$ cat src/sv/via_pkg.sv
package via_pkg;

    typedef enum logic [2:0] {
        OP_READ   = 3'd0,
        OP_WRITE  = 3'd1,
        OP_TICK   = 3'd2,
        OP_PINS   = 3'd3,
        OP_LINE1  = 3'd4,
        OP_LINE2  = 3'd5,
        OP_SPARE6 = 3'd6,
        OP_SPARE7 = 3'd7
    } via_op_t;

    localparam logic [3:0] R_ORB  = 4'd0;
    localparam logic [3:0] R_ORA  = 4'd1;
    localparam logic [3:0] R_DDRB = 4'd2;
    localparam logic [3:0] R_DDRA = 4'd3;
    localparam logic [3:0] R_T1CL = 4'd4;
    localparam logic [3:0] R_T1CH = 4'd5;
    localparam logic [3:0] R_T1LL = 4'd6;
    localparam logic [3:0] R_T1LH = 4'd7;
    localparam logic [3:0] R_T2CL = 4'd8;
    localparam logic [3:0] R_T2CH = 4'd9;
    localparam logic [3:0] R_SR   = 4'd10;
    localparam logic [3:0] R_ACR  = 4'd11;
    localparam logic [3:0] R_PCR  = 4'd12;
    localparam logic [3:0] R_IFR  = 4'd13;
    localparam logic [3:0] R_IER  = 4'd14;
    localparam logic [3:0] R_ORAN = 4'd15;

    localparam int FL_CA2 = 0;
    localparam int FL_CA1 = 1;
    localparam int FL_SR  = 2;
    localparam int FL_CB2 = 3;
    localparam int FL_CB1 = 4;
    localparam int FL_T2  = 5;
    localparam int FL_T1  = 6;

    typedef struct packed {
        logic [2:0] operation;
        logic [3:0] reg_index;
        logic [7:0] data_value;
        logic       port_select;
        logic       line_level;
    } via_in_t;

    typedef struct packed {
        logic [7:0] read_data;
        logic       irq;
        logic [7:0] port_a_pins;
        logic [7:0] port_b_pins;
        logic       ca1_level;
        logic       cb1_line;
        logic       ca2_line;
        logic       cb2_line;
        logic [6:0] interrupt_flags;
    } via_out_t;

endpackage

$ cat src/sv/via_if.sv
interface via_if #(parameter type T = logic);
    logic valid;
    logic ready;
    T     data;
    modport source (output valid, output data, input ready);
    modport sink (input valid, input data, output ready);
endinterface

$ cat src/sv/versatile_interface_adapter_core.sv
// Versatile interface adapter core.
// The in channel carries one word per operation: a bus read or write of one of
// sixteen registers, one emulated clock tick, new external pins for one port, or a
// new level on control line 1 or 2 of one side. The out channel returns one word for
// each input word: read data, pin states, the CA1 level, driven line levels, interrupt flags and irq.
// The state and the result register are updated at the edge at which the input word
// is accepted, and the result is offered from the next cycle.
// Throughput is one word per cycle while out.ready holds, set by the single pass of update logic.
// in.ready is high whenever the result register is empty or being emptied, so a
// stalled receiver holds the current result and stops new input for as long as it
// stalls, without losing or repeating any word.
// Reset clears the state registers, sets the line levels to one and empties the result.
module versatile_interface_adapter_core
    import via_pkg::*;
(
    input  logic clk,
    input  logic rst_n,
    via_if.sink   in,
    via_if.source out
);

    // Architectural registers.
    logic [7:0]  ora_reg, orb_reg, ddra_reg, ddrb_reg, lata_reg, latb_reg, pina_reg, pinb_reg;
    logic [15:0] t1c_reg, t2c_reg, sdiv_reg;
    logic [7:0]  t1ll_reg, t1lh_reg, t2ll_reg, sdat_reg, acr_reg, pcr_reg;
    logic        t1run_reg, t2run_reg, srun_reg, ca2p_reg, cb2p_reg;
    logic [3:0]  sbits_reg;
    logic [6:0]  ifr_reg, ier_reg, lv_reg;

    logic [7:0]  ora_next, orb_next, ddra_next, ddrb_next, lata_next, latb_next;
    logic [7:0]  pina_next, pinb_next;
    logic [15:0] t1c_next, t2c_next, sdiv_next;
    logic [7:0]  t1ll_next, t1lh_next, t2ll_next, sdat_next, acr_next, pcr_next;
    logic        t1run_next, t2run_next, srun_next, ca2p_next, cb2p_next;
    logic [3:0]  sbits_next;
    logic [6:0]  ifr_next, ier_next, lv_next;
    logic [7:0]  rd_next;

    via_out_t res_reg, res_next;
    logic     full_reg;
    logic     take;

    assign in.ready  = !full_reg || out.ready;
    assign take      = in.valid && in.ready;
    assign out.valid = full_reg;
    assign out.data  = res_reg;

    // Line level bits: 0 CA1 in, 1 CA2 in, 2 CB1 in, 3 CB2 in, 4 CA2 out, 5 CB2 out,
    // 6 CB1 out.
    always_comb
    begin
        logic [2:0] srm, pam, pbm;
        logic [3:0] bits;
        logic       sbit, act, ext;
        logic [7:0] ina, inb;
        via_in_t    w;
        w = in.data;
        ora_next = ora_reg; orb_next = orb_reg; ddra_next = ddra_reg; ddrb_next = ddrb_reg;
        lata_next = lata_reg; latb_next = latb_reg; pina_next = pina_reg;
        pinb_next = pinb_reg; t1c_next = t1c_reg; t2c_next = t2c_reg;
        sdiv_next = sdiv_reg; t1ll_next = t1ll_reg; t1lh_next = t1lh_reg;
        t2ll_next = t2ll_reg; sdat_next = sdat_reg; acr_next = acr_reg;
        pcr_next = pcr_reg; t1run_next = t1run_reg; t2run_next = t2run_reg;
        srun_next = srun_reg; ca2p_next = ca2p_reg; cb2p_next = cb2p_reg;
        sbits_next = sbits_reg; ifr_next = ifr_reg; ier_next = ier_reg;
        lv_next = lv_reg; rd_next = 8'h00;
        srm = acr_reg[4:2]; pam = pcr_reg[3:1]; pbm = pcr_reg[7:5];
        ext = (srm == 3'd3) || (srm == 3'd7);
        ina = acr_reg[0] ? lata_reg : pina_reg;
        inb = acr_reg[1] ? latb_reg : pinb_reg;
        bits = 4'd0; sbit = 1'b0; act = 1'b0;
        unique case (via_op_t'(w.operation))
            OP_READ, OP_WRITE:
            begin
                // ORA/ORB accesses clear own flags per PCR mode and run the line 2 handshake (ORB only with SR off).
                if (w.reg_index == R_ORA
                    || (w.operation == OP_WRITE && w.reg_index == R_ORB && 1'b0))
                begin
                end
                unique case (w.reg_index)
                    R_ORB:
                    begin
                        ifr_next[FL_CB1] = 1'b0;
                        if (pbm != 3'd1 && pbm != 3'd3) ifr_next[FL_CB2] = 1'b0;
                        if (srm == 3'd0)
                        begin
                            if (pbm == 3'd4 || pbm == 3'd5) lv_next[5] = 1'b0;
                            if (pbm == 3'd5) cb2p_next = 1'b1;
                        end
                        if (w.operation == OP_WRITE) orb_next = w.data_value;
                        else rd_next = (orb_reg & ddrb_reg) | (inb & ~ddrb_reg);
                    end
                    R_ORA:
                    begin
                        ifr_next[FL_CA1] = 1'b0;
                        if (pam != 3'd1 && pam != 3'd3) ifr_next[FL_CA2] = 1'b0;
                        if (pam == 3'd4 || pam == 3'd5) lv_next[4] = 1'b0;
                        if (pam == 3'd5) ca2p_next = 1'b1;
                        if (w.operation == OP_WRITE) ora_next = w.data_value;
                        else rd_next = (ora_reg & ddra_reg) | (ina & ~ddra_reg);
                    end
                    R_DDRB:
                        if (w.operation == OP_WRITE) ddrb_next = w.data_value;
                        else rd_next = ddrb_reg;
                    R_DDRA:
                        if (w.operation == OP_WRITE) ddra_next = w.data_value;
                        else rd_next = ddra_reg;
                    R_T1CL:
                        if (w.operation == OP_WRITE) t1ll_next = w.data_value;
                        else
                        begin
                            ifr_next[FL_T1] = 1'b0;
                            rd_next = t1c_reg[7:0];
                        end
                    R_T1CH:
                        if (w.operation == OP_WRITE)
                        begin
                            t1lh_next = w.data_value;
                            t1c_next = {w.data_value, t1ll_reg};
                            ifr_next[FL_T1] = 1'b0;
                            t1run_next = 1'b1;
                        end
                        else rd_next = t1c_reg[15:8];
                    R_T1LL:
                        if (w.operation == OP_WRITE) t1ll_next = w.data_value;
                        else rd_next = t1ll_reg;
                    R_T1LH:
                        if (w.operation == OP_WRITE)
                        begin
                            t1lh_next = w.data_value;
                            ifr_next[FL_T1] = 1'b0;
                        end
                        else rd_next = t1lh_reg;
                    R_T2CL:
                        if (w.operation == OP_WRITE) t2ll_next = w.data_value;
                        else
                        begin
                            ifr_next[FL_T2] = 1'b0;
                            rd_next = t2c_reg[7:0];
                        end
                    R_T2CH:
                        if (w.operation == OP_WRITE)
                        begin
                            t2c_next = {w.data_value, t2ll_reg};
                            ifr_next[FL_T2] = 1'b0;
                            t2run_next = 1'b1;
                        end
                        else rd_next = t2c_reg[15:8];
                    R_SR:
                    begin
                        if (w.operation == OP_WRITE) sdat_next = w.data_value;
                        else rd_next = sdat_reg;
                        ifr_next[FL_SR] = 1'b0;
                        if (srm != 3'd0)
                        begin
                            sbits_next = 4'd0;
                            srun_next = 1'b1;
                            if (!ext)
                                sdiv_next = (srm == 3'd2 || srm == 3'd6) ? 16'd2
                                          : {7'd0, ({1'b0, t2ll_reg} + 9'd2)};
                            if (!ext && !(srm == 3'd2 || srm == 3'd6))
                                sdiv_next = {6'd0, ({1'b0, t2ll_reg} + 9'd2), 1'b0};
                        end
                    end
                    R_ACR:
                        if (w.operation == OP_WRITE)
                        begin
                            acr_next = w.data_value;
                            if (w.data_value[4:2] == 3'd3 || w.data_value[4:2] == 3'd7)
                            begin
                                sbits_next = 4'd0;
                                srun_next = 1'b1;
                            end
                        end
                        else rd_next = acr_reg;
                    R_PCR:
                        if (w.operation == OP_WRITE)
                        begin
                            pcr_next = w.data_value;
                            if (w.data_value[3:1] == 3'd6) lv_next[4] = 1'b0;
                            else if (w.data_value[3:1] == 3'd7) lv_next[4] = 1'b1;
                            if (w.data_value[7:5] == 3'd6) lv_next[5] = 1'b0;
                            else if (w.data_value[7:5] == 3'd7) lv_next[5] = 1'b1;
                        end
                        else rd_next = pcr_reg;
                    R_IFR:
                        if (w.operation == OP_WRITE) ifr_next = ifr_reg & ~w.data_value[6:0];
                        else rd_next = {|(ifr_reg & ier_reg), ifr_reg};
                    R_IER:
                        if (w.operation == OP_WRITE)
                            ier_next = w.data_value[7] ? (ier_reg | w.data_value[6:0])
                                                       : (ier_reg & ~w.data_value[6:0]);
                        else rd_next = {1'b1, ier_reg};
                    R_ORAN:
                        if (w.operation == OP_WRITE) ora_next = w.data_value;
                        else rd_next = (ora_reg & ddra_reg) | (ina & ~ddra_reg);
                    default: ;
                endcase
            end
            OP_TICK:
            begin
                if (t1run_reg)
                begin
                    if (t1c_reg == 16'd0)
                    begin
                        ifr_next[FL_T1] = 1'b1;
                        if (acr_reg[6]) t1c_next = {t1lh_reg, t1ll_reg};
                        else
                        begin
                            t1run_next = 1'b0;
                            t1c_next = 16'hFFFF;
                        end
                    end
                    else t1c_next = t1c_reg - 16'd1;
                end
                if (t2run_reg)
                begin
                    if (t2c_reg == 16'd0)
                    begin
                        ifr_next[FL_T2] = 1'b1;
                        t2run_next = 1'b0;
                        t2c_next = 16'hFFFF;
                    end
                    else t2c_next = t2c_reg - 16'd1;
                end
                if (srun_reg && !ext)
                begin
                    sdiv_next = sdiv_reg - 16'd1;
                    if (sdiv_reg == 16'd1)
                    begin
                        if (srm >= 3'd1 && srm <= 3'd3) sbit = lv_reg[3];
                        else
                        begin
                            sbit = sdat_reg[7];
                            lv_next[5] = sbit;
                        end
                        sdat_next = {sdat_reg[6:0], sbit};
                        lv_next[6] = ~lv_reg[6];
                        bits = sbits_reg + 4'd1;
                        sbits_next = bits;
                        if (bits >= 4'd8)
                        begin
                            ifr_next[FL_SR] = 1'b1;
                            if (srm == 3'd4) sbits_next = 4'd0;
                            else srun_next = 1'b0;
                        end
                        sdiv_next = (srm == 3'd2 || srm == 3'd6) ? 16'd2
                                  : {6'd0, ({1'b0, t2ll_reg} + 9'd2), 1'b0};
                    end
                end
                if (ca2p_reg)
                begin
                    ca2p_next = 1'b0;
                    lv_next[4] = 1'b1;
                end
                if (cb2p_reg)
                begin
                    cb2p_next = 1'b0;
                    lv_next[5] = 1'b1;
                end
            end
            OP_PINS:
                if (w.port_select) pinb_next = w.data_value;
                else pina_next = w.data_value;
            OP_LINE1:
                if (!w.port_select)
                begin
                    act = pcr_reg[0] ? (!lv_reg[0] && w.line_level)
                                     : (lv_reg[0] && !w.line_level);
                    lv_next[0] = w.line_level;
                    if (act)
                    begin
                        if (acr_reg[0]) lata_next = pina_reg;
                        ifr_next[FL_CA1] = 1'b1;
                        if (pam == 3'd4) lv_next[4] = 1'b1;
                    end
                end
                else
                begin
                    act = pcr_reg[4] ? (!lv_reg[2] && w.line_level)
                                     : (lv_reg[2] && !w.line_level);
                    lv_next[2] = w.line_level;
                    if (act)
                    begin
                        if (srun_reg && ext)
                        begin
                            if (srm == 3'd3) sbit = lv_reg[3];
                            else
                            begin
                                sbit = sdat_reg[7];
                                lv_next[5] = sbit;
                            end
                            sdat_next = {sdat_reg[6:0], sbit};
                            lv_next[6] = ~lv_reg[6];
                            bits = sbits_reg + 4'd1;
                            sbits_next = bits;
                            if (bits >= 4'd8)
                            begin
                                ifr_next[FL_SR] = 1'b1;
                                srun_next = 1'b0;
                            end
                        end
                        else
                        begin
                            if (acr_reg[1]) latb_next = pinb_reg;
                            ifr_next[FL_CB1] = 1'b1;
                        end
                    end
                end
            OP_LINE2:
                if (!w.port_select)
                begin
                    if (pam <= 3'd3)
                    begin
                        act = pam[1] ? (!lv_reg[1] && w.line_level)
                                     : (lv_reg[1] && !w.line_level);
                        lv_next[1] = w.line_level;
                        if (act) ifr_next[FL_CA2] = 1'b1;
                    end
                end
                else
                begin
                    lv_next[3] = w.line_level;
                    if (srm == 3'd0 && pbm <= 3'd3)
                    begin
                        act = pbm[1] ? (!lv_reg[3] && w.line_level)
                                     : (lv_reg[3] && !w.line_level);
                        if (act) ifr_next[FL_CB2] = 1'b1;
                    end
                end
            default: ;
        endcase
    end

    always_comb
    begin
        res_next.read_data       = rd_next;
        res_next.irq             = |(ifr_next & ier_next);
        res_next.port_a_pins     = (ora_next & ddra_next) | (pina_next & ~ddra_next);
        res_next.port_b_pins     = (orb_next & ddrb_next) | (pinb_next & ~ddrb_next);
        res_next.ca1_level       = lv_next[0];
        res_next.cb1_line        = lv_next[6];
        res_next.ca2_line        = lv_next[4];
        res_next.cb2_line        = lv_next[5];
        res_next.interrupt_flags = ifr_next;
    end

    always_ff @(posedge clk or negedge rst_n)
    begin
        if (!rst_n)
        begin
            ora_reg <= '0; orb_reg <= '0; ddra_reg <= '0; ddrb_reg <= '0;
            lata_reg <= '0; latb_reg <= '0; pina_reg <= '0; pinb_reg <= '0;
            t1c_reg <= '0; t2c_reg <= '0; sdiv_reg <= '0; t1ll_reg <= '0;
            t1lh_reg <= '0; t2ll_reg <= '0; sdat_reg <= '0; acr_reg <= '0;
            pcr_reg <= '0; t1run_reg <= 1'b0; t2run_reg <= 1'b0; srun_reg <= 1'b0;
            ca2p_reg <= 1'b0; cb2p_reg <= 1'b0; sbits_reg <= '0; ifr_reg <= '0;
            ier_reg <= '0; lv_reg <= '1; full_reg <= 1'b0;
        end
        else
        begin
            if (take)
            begin
                ora_reg <= ora_next; orb_reg <= orb_next; ddra_reg <= ddra_next;
                ddrb_reg <= ddrb_next; lata_reg <= lata_next; latb_reg <= latb_next;
                pina_reg <= pina_next; pinb_reg <= pinb_next; t1c_reg <= t1c_next;
                t2c_reg <= t2c_next; sdiv_reg <= sdiv_next; t1ll_reg <= t1ll_next;
                t1lh_reg <= t1lh_next; t2ll_reg <= t2ll_next; sdat_reg <= sdat_next;
                acr_reg <= acr_next; pcr_reg <= pcr_next; t1run_reg <= t1run_next;
                t2run_reg <= t2run_next; srun_reg <= srun_next; ca2p_reg <= ca2p_next;
                cb2p_reg <= cb2p_next; sbits_reg <= sbits_next; ifr_reg <= ifr_next;
                ier_reg <= ier_next; lv_reg <= lv_next;
                full_reg <= 1'b1;
            end
            else if (out.ready)
                full_reg <= 1'b0;
        end
    end

    always_ff @(posedge clk)
    begin
        if (take) res_reg <= res_next;
    end

endmodule

$ cat src/flat_wrapper.sv
// flat-port wrapper written by rule: the top's interface ports become plain ports
module versatile_interface_adapter_core_flat import via_pkg::*;
  (clk, rst_n, in_valid, in_data, in_ready, out_valid, out_data, out_ready);
  via_if #(.T(via_in_t)) in_i ();
  via_if #(.T(via_out_t)) out_i ();
  input  logic clk;
  input  logic rst_n;
  input wire logic [$bits(in_i.valid)-1:0] in_valid;
  input wire logic [$bits(in_i.data)-1:0] in_data;
  output wire logic [$bits(in_i.ready)-1:0] in_ready;
  output wire logic [$bits(out_i.valid)-1:0] out_valid;
  output wire logic [$bits(out_i.data)-1:0] out_data;
  input wire logic [$bits(out_i.ready)-1:0] out_ready;
  assign in_i.valid = in_valid;
  assign in_i.data = in_data;
  assign in_ready = in_i.ready;
  assign out_valid = out_i.valid;
  assign out_data = out_i.data;
  assign out_i.ready = out_ready;
  versatile_interface_adapter_core u_core (.clk(clk), .rst_n(rst_n), .in(in_i), .out(out_i));
endmodule
$ cat config.mk
export PLATFORM = sky130hd
export DESIGN_NAME = versatile_interface_adapter_core_flat
export DESIGN_NICKNAME = d
export VERILOG_FILES = /design/src/sv/via_pkg.sv /design/src/sv/via_if.sv /design/src/sv/versatile_interface_adapter_core.sv /design/src/flat_wrapper.sv
export SDC_FILE = /design/constraint.sdc
export NUM_CORES = 1
export LEC_CHECK = 0
export ABC_CLOCK_PERIOD_IN_PS = 2400
export BUFFER_PORTS_ARGS = -buffer_cell sky130_fd_sc_hd__buf_4
export CORE_MARGIN = 2
export CORE_UTILIZATION = 50
export DETAILED_ROUTE_END_ITERATION = 6
export PLACE_DENSITY = 0.72
export SYNTH_ARGS = -nofsm -noshare
export SYNTH_HDL_FRONTEND = slang
export SYNTH_SLANG_ARGS = --single-unit
$ cat constraint.sdc
create_clock -name clk -period 2.4 [get_ports clk]
set_input_delay 0.12 -clock clk [delete_from_list [all_inputs] [get_ports clk]]
set_output_delay 0.12 -clock clk [all_outputs]
set_load 0.02 [all_outputs]
======== Word level (Yosys, flattened, before mapping) ========
Index checks and enable logic that the tools add are counted.
word-level totals
  bits in registers ....................... 227
  logic and storage cells ................. 385
  input port bits ......................... 21
operators by class
  add/subtract/negate cells ............... 5
  mux-type cells .......................... 181
  reductions and logical operators ........ 65
  bitwise gates (word level) .............. 25
  order comparisons ....................... 5
  eq/ne operators ......................... 65
operator list
  operator                 number
  $mux W8                  40
  $mux W16                 15
  $pmux W8 S15             1
  $pmux W16 S2             3
  $mux W1                  75
  $and A8 B8 Y8            8
  $sub A16 B1 Y16 const B  3
  $eq A3 B3 Y1 const B     14
  $mux W4                  10
  $reduce_and A4 Y1        9
  $mux W7                  5
  $eq A4 B4 Y1 const B     8
  $logic_not A16 Y1        2
  $not A8 Y8               4
  $or A8 B8 Y8             4
  $ne A2 B1 Y1 const B     15
  $and A7 B7 Y7            4
  $pmux W1 S2              13
  $pmux W8 S3              1
  $reduce_and A5 Y1        4
  $eq A16 B1 Y1 const B    1
  $eq A4 B3 Y1 const B     4
  $logic_and A1 B1 Y1      16
  $eq A3 B2 Y1 const B     5
  36 further kinds         82

======== Longest topological paths before layout ========
  word-level depth ........................ 9
  mapped depth ............................ 10

======== Least setup slack after synthesis ========
OpenSTA, ideal clock, no wires.
  kind .................................... register to register
  from .................................... reg u_core.full_reg (netlist: u_core.out.valid)
  to ...................................... reg u_core.res_reg (netlist bit u_core.out.data[0]) (enable)
  library setup time ...................... 0.414 ns
  arrival ................................. 2.501 ns
  required time ........................... 1.986 ns
  path slack .............................. -0.516 ns
  cell stages (with the launch flop) ...... 6
  cell sequence ........................... dfrtp_1 -> nand2b_1 -> nand2_2 -> inv_2 -> clkbuf_1 -> clkbuf_1
between the ends
  longest elaborated chain between the ends .. 3
ends and longest elaborated chain
  item                    line                                     source
  start, declared         versatile_interface_adapter_core.sv:40   logic full_reg;
  start signal, assigned  versatile_interface_adapter_core.sv:358  ier_reg <= '0; lv_reg <= '1; full_reg <= 1'b0;
  start signal, assigned  versatile_interface_adapter_core.sv:373  full_reg <= 1'b1;
  start signal, assigned  versatile_interface_adapter_core.sv:376  full_reg <= 1'b0;
  $logic_not A1 Y1        versatile_interface_adapter_core.sv:43   assign in.ready = !full_reg || out.ready;
  $logic_or A1 B1 Y1      versatile_interface_adapter_core.sv:43
  named net in_ready      flat_wrapper.sv:10                       output wire logic [$bits(in_i.ready)-1:0] in_ready;
  $logic_and A1 B1 Y1     versatile_interface_adapter_core.sv:44   assign take = in.valid && in.ready;
  named net u_core.take   versatile_interface_adapter_core.sv:41   logic take;
  end signal, assigned    versatile_interface_adapter_core.sv:382  if (take) res_reg <= res_next;
  end, declared           versatile_interface_adapter_core.sv:39   via_out_t res_reg, res_next;
The timed path passes the listed nets, and every way through them passes these cells.
A chain may end at the register's enable or synchronous reset.

======== Worst setup path after layout ========
  from .................................... reg u_core.t1c_reg[10]
  to ...................................... reg u_core.t1c_reg[3]
between the ends
  longest elaborated chain between the ends .. 4
ends and longest elaborated chain
  item                    line                                     source
  start, declared         versatile_interface_adapter_core.sv:24   logic [15:0] t1c_reg, t2c_reg, sdiv_reg;
  start signal, assigned  versatile_interface_adapter_core.sv:366  pina_reg <= pina_next; pinb_reg <= pinb_next; t1c_reg <= t1c_next;
  $logic_not A16 Y1       versatile_interface_adapter_core.sv:204  if (t1c_reg == 16'd0)
  $mux W16                versatile_interface_adapter_core.sv:204
  $mux W16                versatile_interface_adapter_core.sv:202  if (t1run_reg)
  $pmux W16 S2            versatile_interface_adapter_core.sv:72   unique case (via_op_t'(w.operation))
Every way passes these cells. The select of a mux whose other input is x is not followed.

==> results.txt <==
----------------------------------------------------
[Yosys]
  Mean post-synth cell area ... 9.75 um2
  Flop and latch count out of synthesis ... 227
  Count of different cell masters after synthesis ... 97
  Syn. warnings ... 0
  Ys async rst share ... 84.1%
  Predominant post-synthesis flop cell ... dfrtp_1
  Synth Net Count ... between 1000 and 1500
  Post-synthesis instance total ... 1383
  Count of flip-flops with a built-in enable after synthesis ... 36
  Combined area of all synthesized cells ... 13500 um2
  Portion of the post-synthesis area used by sequential elements ... 43.5%

[Drt]
  Total length of routed wires ... 44500 um
  Vias per Instance ... 6.46
  Number of DRC violations after detailed-routing iteration 0 ... 1303
  Post-detailed-route wirelength per cell ... 24.0 um
  Final antenna-violating net count ... 0
  DRC violations left ... 0
  First drt pass iteration count ... 6
  Number of vias in the routed layout ... 12000

[Placement]
  Buffers on Ports ... 58
  DP Cell Count ... 1795
  DPL Wire Length ... 31700 um
  Placer congestion estimate ... 1.02
  Cell Area, Placed ... 14900 um2

[Power]
  Pwr dens ... 813 nW/um2
  Highest ir drop seen on vdd ... between 0.5 and 0.6 mV
  Leakage ... about 7 nW

[Worst setup path]
  Data arrival time of the critical path ... 2.67 ns
  Critical path required time ... 2.80 ns
  Startpoint-to-endpoint class of the critical path ... flop to flop
  Setup crit end kind ... flop
  Worst Setup Start Kind ... flop
  Worst-path maximum fanout ... 6

[Timing]
  Final slew viol count ... 0
  Final setup violation count ... 0
  Maximum clock frequency ... 0.441 GHz
  Worst Tran Pin Value ... 0.760 ns
  Final setup skew ... 0.0231 ns
  Hold Vio Cnt, Final ... 0
  Setup_tns ... 0 ns
  Worst slew margin relative to its limit ... 49.2%
  Shortest period the worst path allows ... 2.27 ns
  Final worst-path cycle share ... 94.5%
  RSZ-0062 raised after global routing ... false

[Global route]
  Initial antenna violation count ... 0
  Wire length of the first global-routing pass ... approximately 69000 um
  Remaining global-route overflow ... 0
  Number of global-route vias before repair ... 11600
  Tot GR Track Use ... a little under a third
  Pin count of the biggest net entering global routing ... 82

[Floorplanning]
  Width of the chip ... 168 um
  Die ar. ... 28300 um2
  Number of top-level design ports ... 59
  CORE AREA ... 26700 um2
  Initial standard-cell utilization of the core ... 50.4%
  Row Count ... 60
  Vert. Die Dim ... 168 um

[Job]
  Max_cap viols ... 0

[Layout]
  Final std cells w/o fill ... 1854
  Final standard cell area without fillers ... between 15000 and 20000 um2
  Fraction of final layout cells with drive strength greater than 1 ... 26.1%
  Final Net Count ... between 1500 and 2000
  Flip-flop count of the largest register after layout ... 36
  Most common cell after layout, fill and taps aside ... dfrtp_1
  Most used cells in the layout excluding fill and tap cells ... 184 x dfrtp_1, 170 x buf_4, 138 x nand2_1
  Syn-to-layout area delta ... 18.3%
  Ant. Diodes ... 0

[Clock network]
  Number of buffers inserted during clock tree synthesis ... 26
  H-tree lvl count ... 1
  Clock transition at the registers of the reported paths ... approximately 0.060 ns
  Buffer cell driving the clock tree root ... clkbuf_16
  Latest clock arrival within the worst-skew pair ... 0.56 ns
  Max clock buf depth ... 3
  Clock tree from TritonCTS ... done
  Total clock sinks ... 227

[Status]
  Run status ... finished, final reports clean

[Hold path]
  Worst min-delay path category ... primary input to flop

----------------------------------------------------
## cells in the mapped netlist (10+ instances only)
cell	count	area, um2
dfrtp_1	184	4600
nand2_1	138	518
mux2_2	133	1500
o21ai_0	103	515
nor2_1	87	327
clkbuf_1	71	267
mux2i_1	61	611
a21oi_1	55	275
nand3_1	48	240
edfxtp_1	36	1080
nor3_1	29	145
inv_1	27	101
a31oi_1	23	144
and3_1	21	131
buf_2	20	100
a22oi_1	18	135
o211ai_1	16	120
nand4_1	14	87.6
o22ai_1	13	81.3
a211oi_1	12	90.1
nand2b_1	12	75.1
o31ai_1	12	90.1
or3_1	11	68.8
a22o_1	10	87.6
nor4_1	10	62.6
## cells by family (layout without fill, tap and decap cells)
kind of cell | after synthesis | in the layout | share of synthesized area (%)
AND/OR/NAND/NOR | 450 | 450 | 17.4
buffers and inverters | 133 | 263 | 4.33
AO/OA/AOI/OAI | 356 | 356 | 17.3
multiplexers | 196 | 196 | 15.8
XOR/XNOR | 13 | 13 | 0.845
flip-flops | 227 | 227 | 43.5
adder cells (fa/ha/maj) | 8 | 8 | 0.724
## per-layer routing
metal / routed length (um) / up-vias / track usage (%)
met2: 20700 / 556 / 50.4
met5: 0 / - / 0
met1: 19000 / 5956 / 43.8
met4: 1530 / 0 / 10.3
met3: 3340 / 100 / 3.97
li1: - / 5363 / -
## layout make-up
class	count	area, um2
Multi-Input combinational cell	1023	7050
Clock inverter	13	235
Clock buffer	35	734
Fill cell	2258	10800
Tap cell	341	427
Sequential cell	227	5870
Inverter	28	105
Timing Repair Buffer	187	1530
## power by group
group	total (mW)	switching (mW)	leakage, nW	internal, mW
Clock	4.49	1.70	0.469	2.80
Combinational	3.05	1.68	3.68	1.38
Sequential	5.42	0.838	2.83	4.58
## worst paths after layout
| path | from | endpoint | slack [ns] | cells past startpoint |
|---|---|---|---|---|
| max in group asynchronous | rst_n | u_core.t1c_reg[5] | 1.39 | 3 |
| max reg2reg | u_core.t1c_reg[10] | u_core.t1c_reg[3] | 0.13 | 6 |
| min reg2reg | u_core.sdiv_reg[14] | u_core.sdiv_reg[14] | 0.48 | 1 |
| min in group asynchronous | rst_n | u_core.sdiv_reg[15] | 0.21 | 2 |
| max | u_core.t1c_reg[10] | u_core.t1c_reg[3] | 0.13 | 6 |
| min | in_data[1] | u_core.lv_reg[2] | 0.02 | 3 |
## stage by stage
| step | utilization [%] | setup WS [ns] | hold slack (ns) | power [mW] |
|---|---|---|---|---|
| 2_1_floorplan | - | 0.0833 | -0.176 | 7.08 |
| 3_3_place_gp | 55.6 | 0.0446 | 0.215 | 8.35 |
| 3_5_place_dp | 55.6 | 0.0440 | 0.217 | 8.42 |
| 4_1_cts | 59.6 | 0.108 | 0.00527 | 12.9 |
| 5_1_grt | 59.7 | 0.0226 | 0.0278 | 13.5 |
| 6_report | 59.7 | 0.131 | 0.0177 | 13.0 |
## critical path, cell delays in order, from the launching register on
cell	delay (ns)
dfrtp_1	0.37
or4_4	0.58
nor4b_4	0.36
nand3_2	0.16
a211o_1	0.41
o22ai_1	0.18
a31oi_1	0.06
## what timing repair did
action,in CTS,in global routing
buffers inserted,0,3
gates resized for setup,0,2
setup endpoints to repair,0,18
hold endpoints to repair,87,0
hold buffers,8,0
Note: power is estimated with default switching activity, not from simulation.
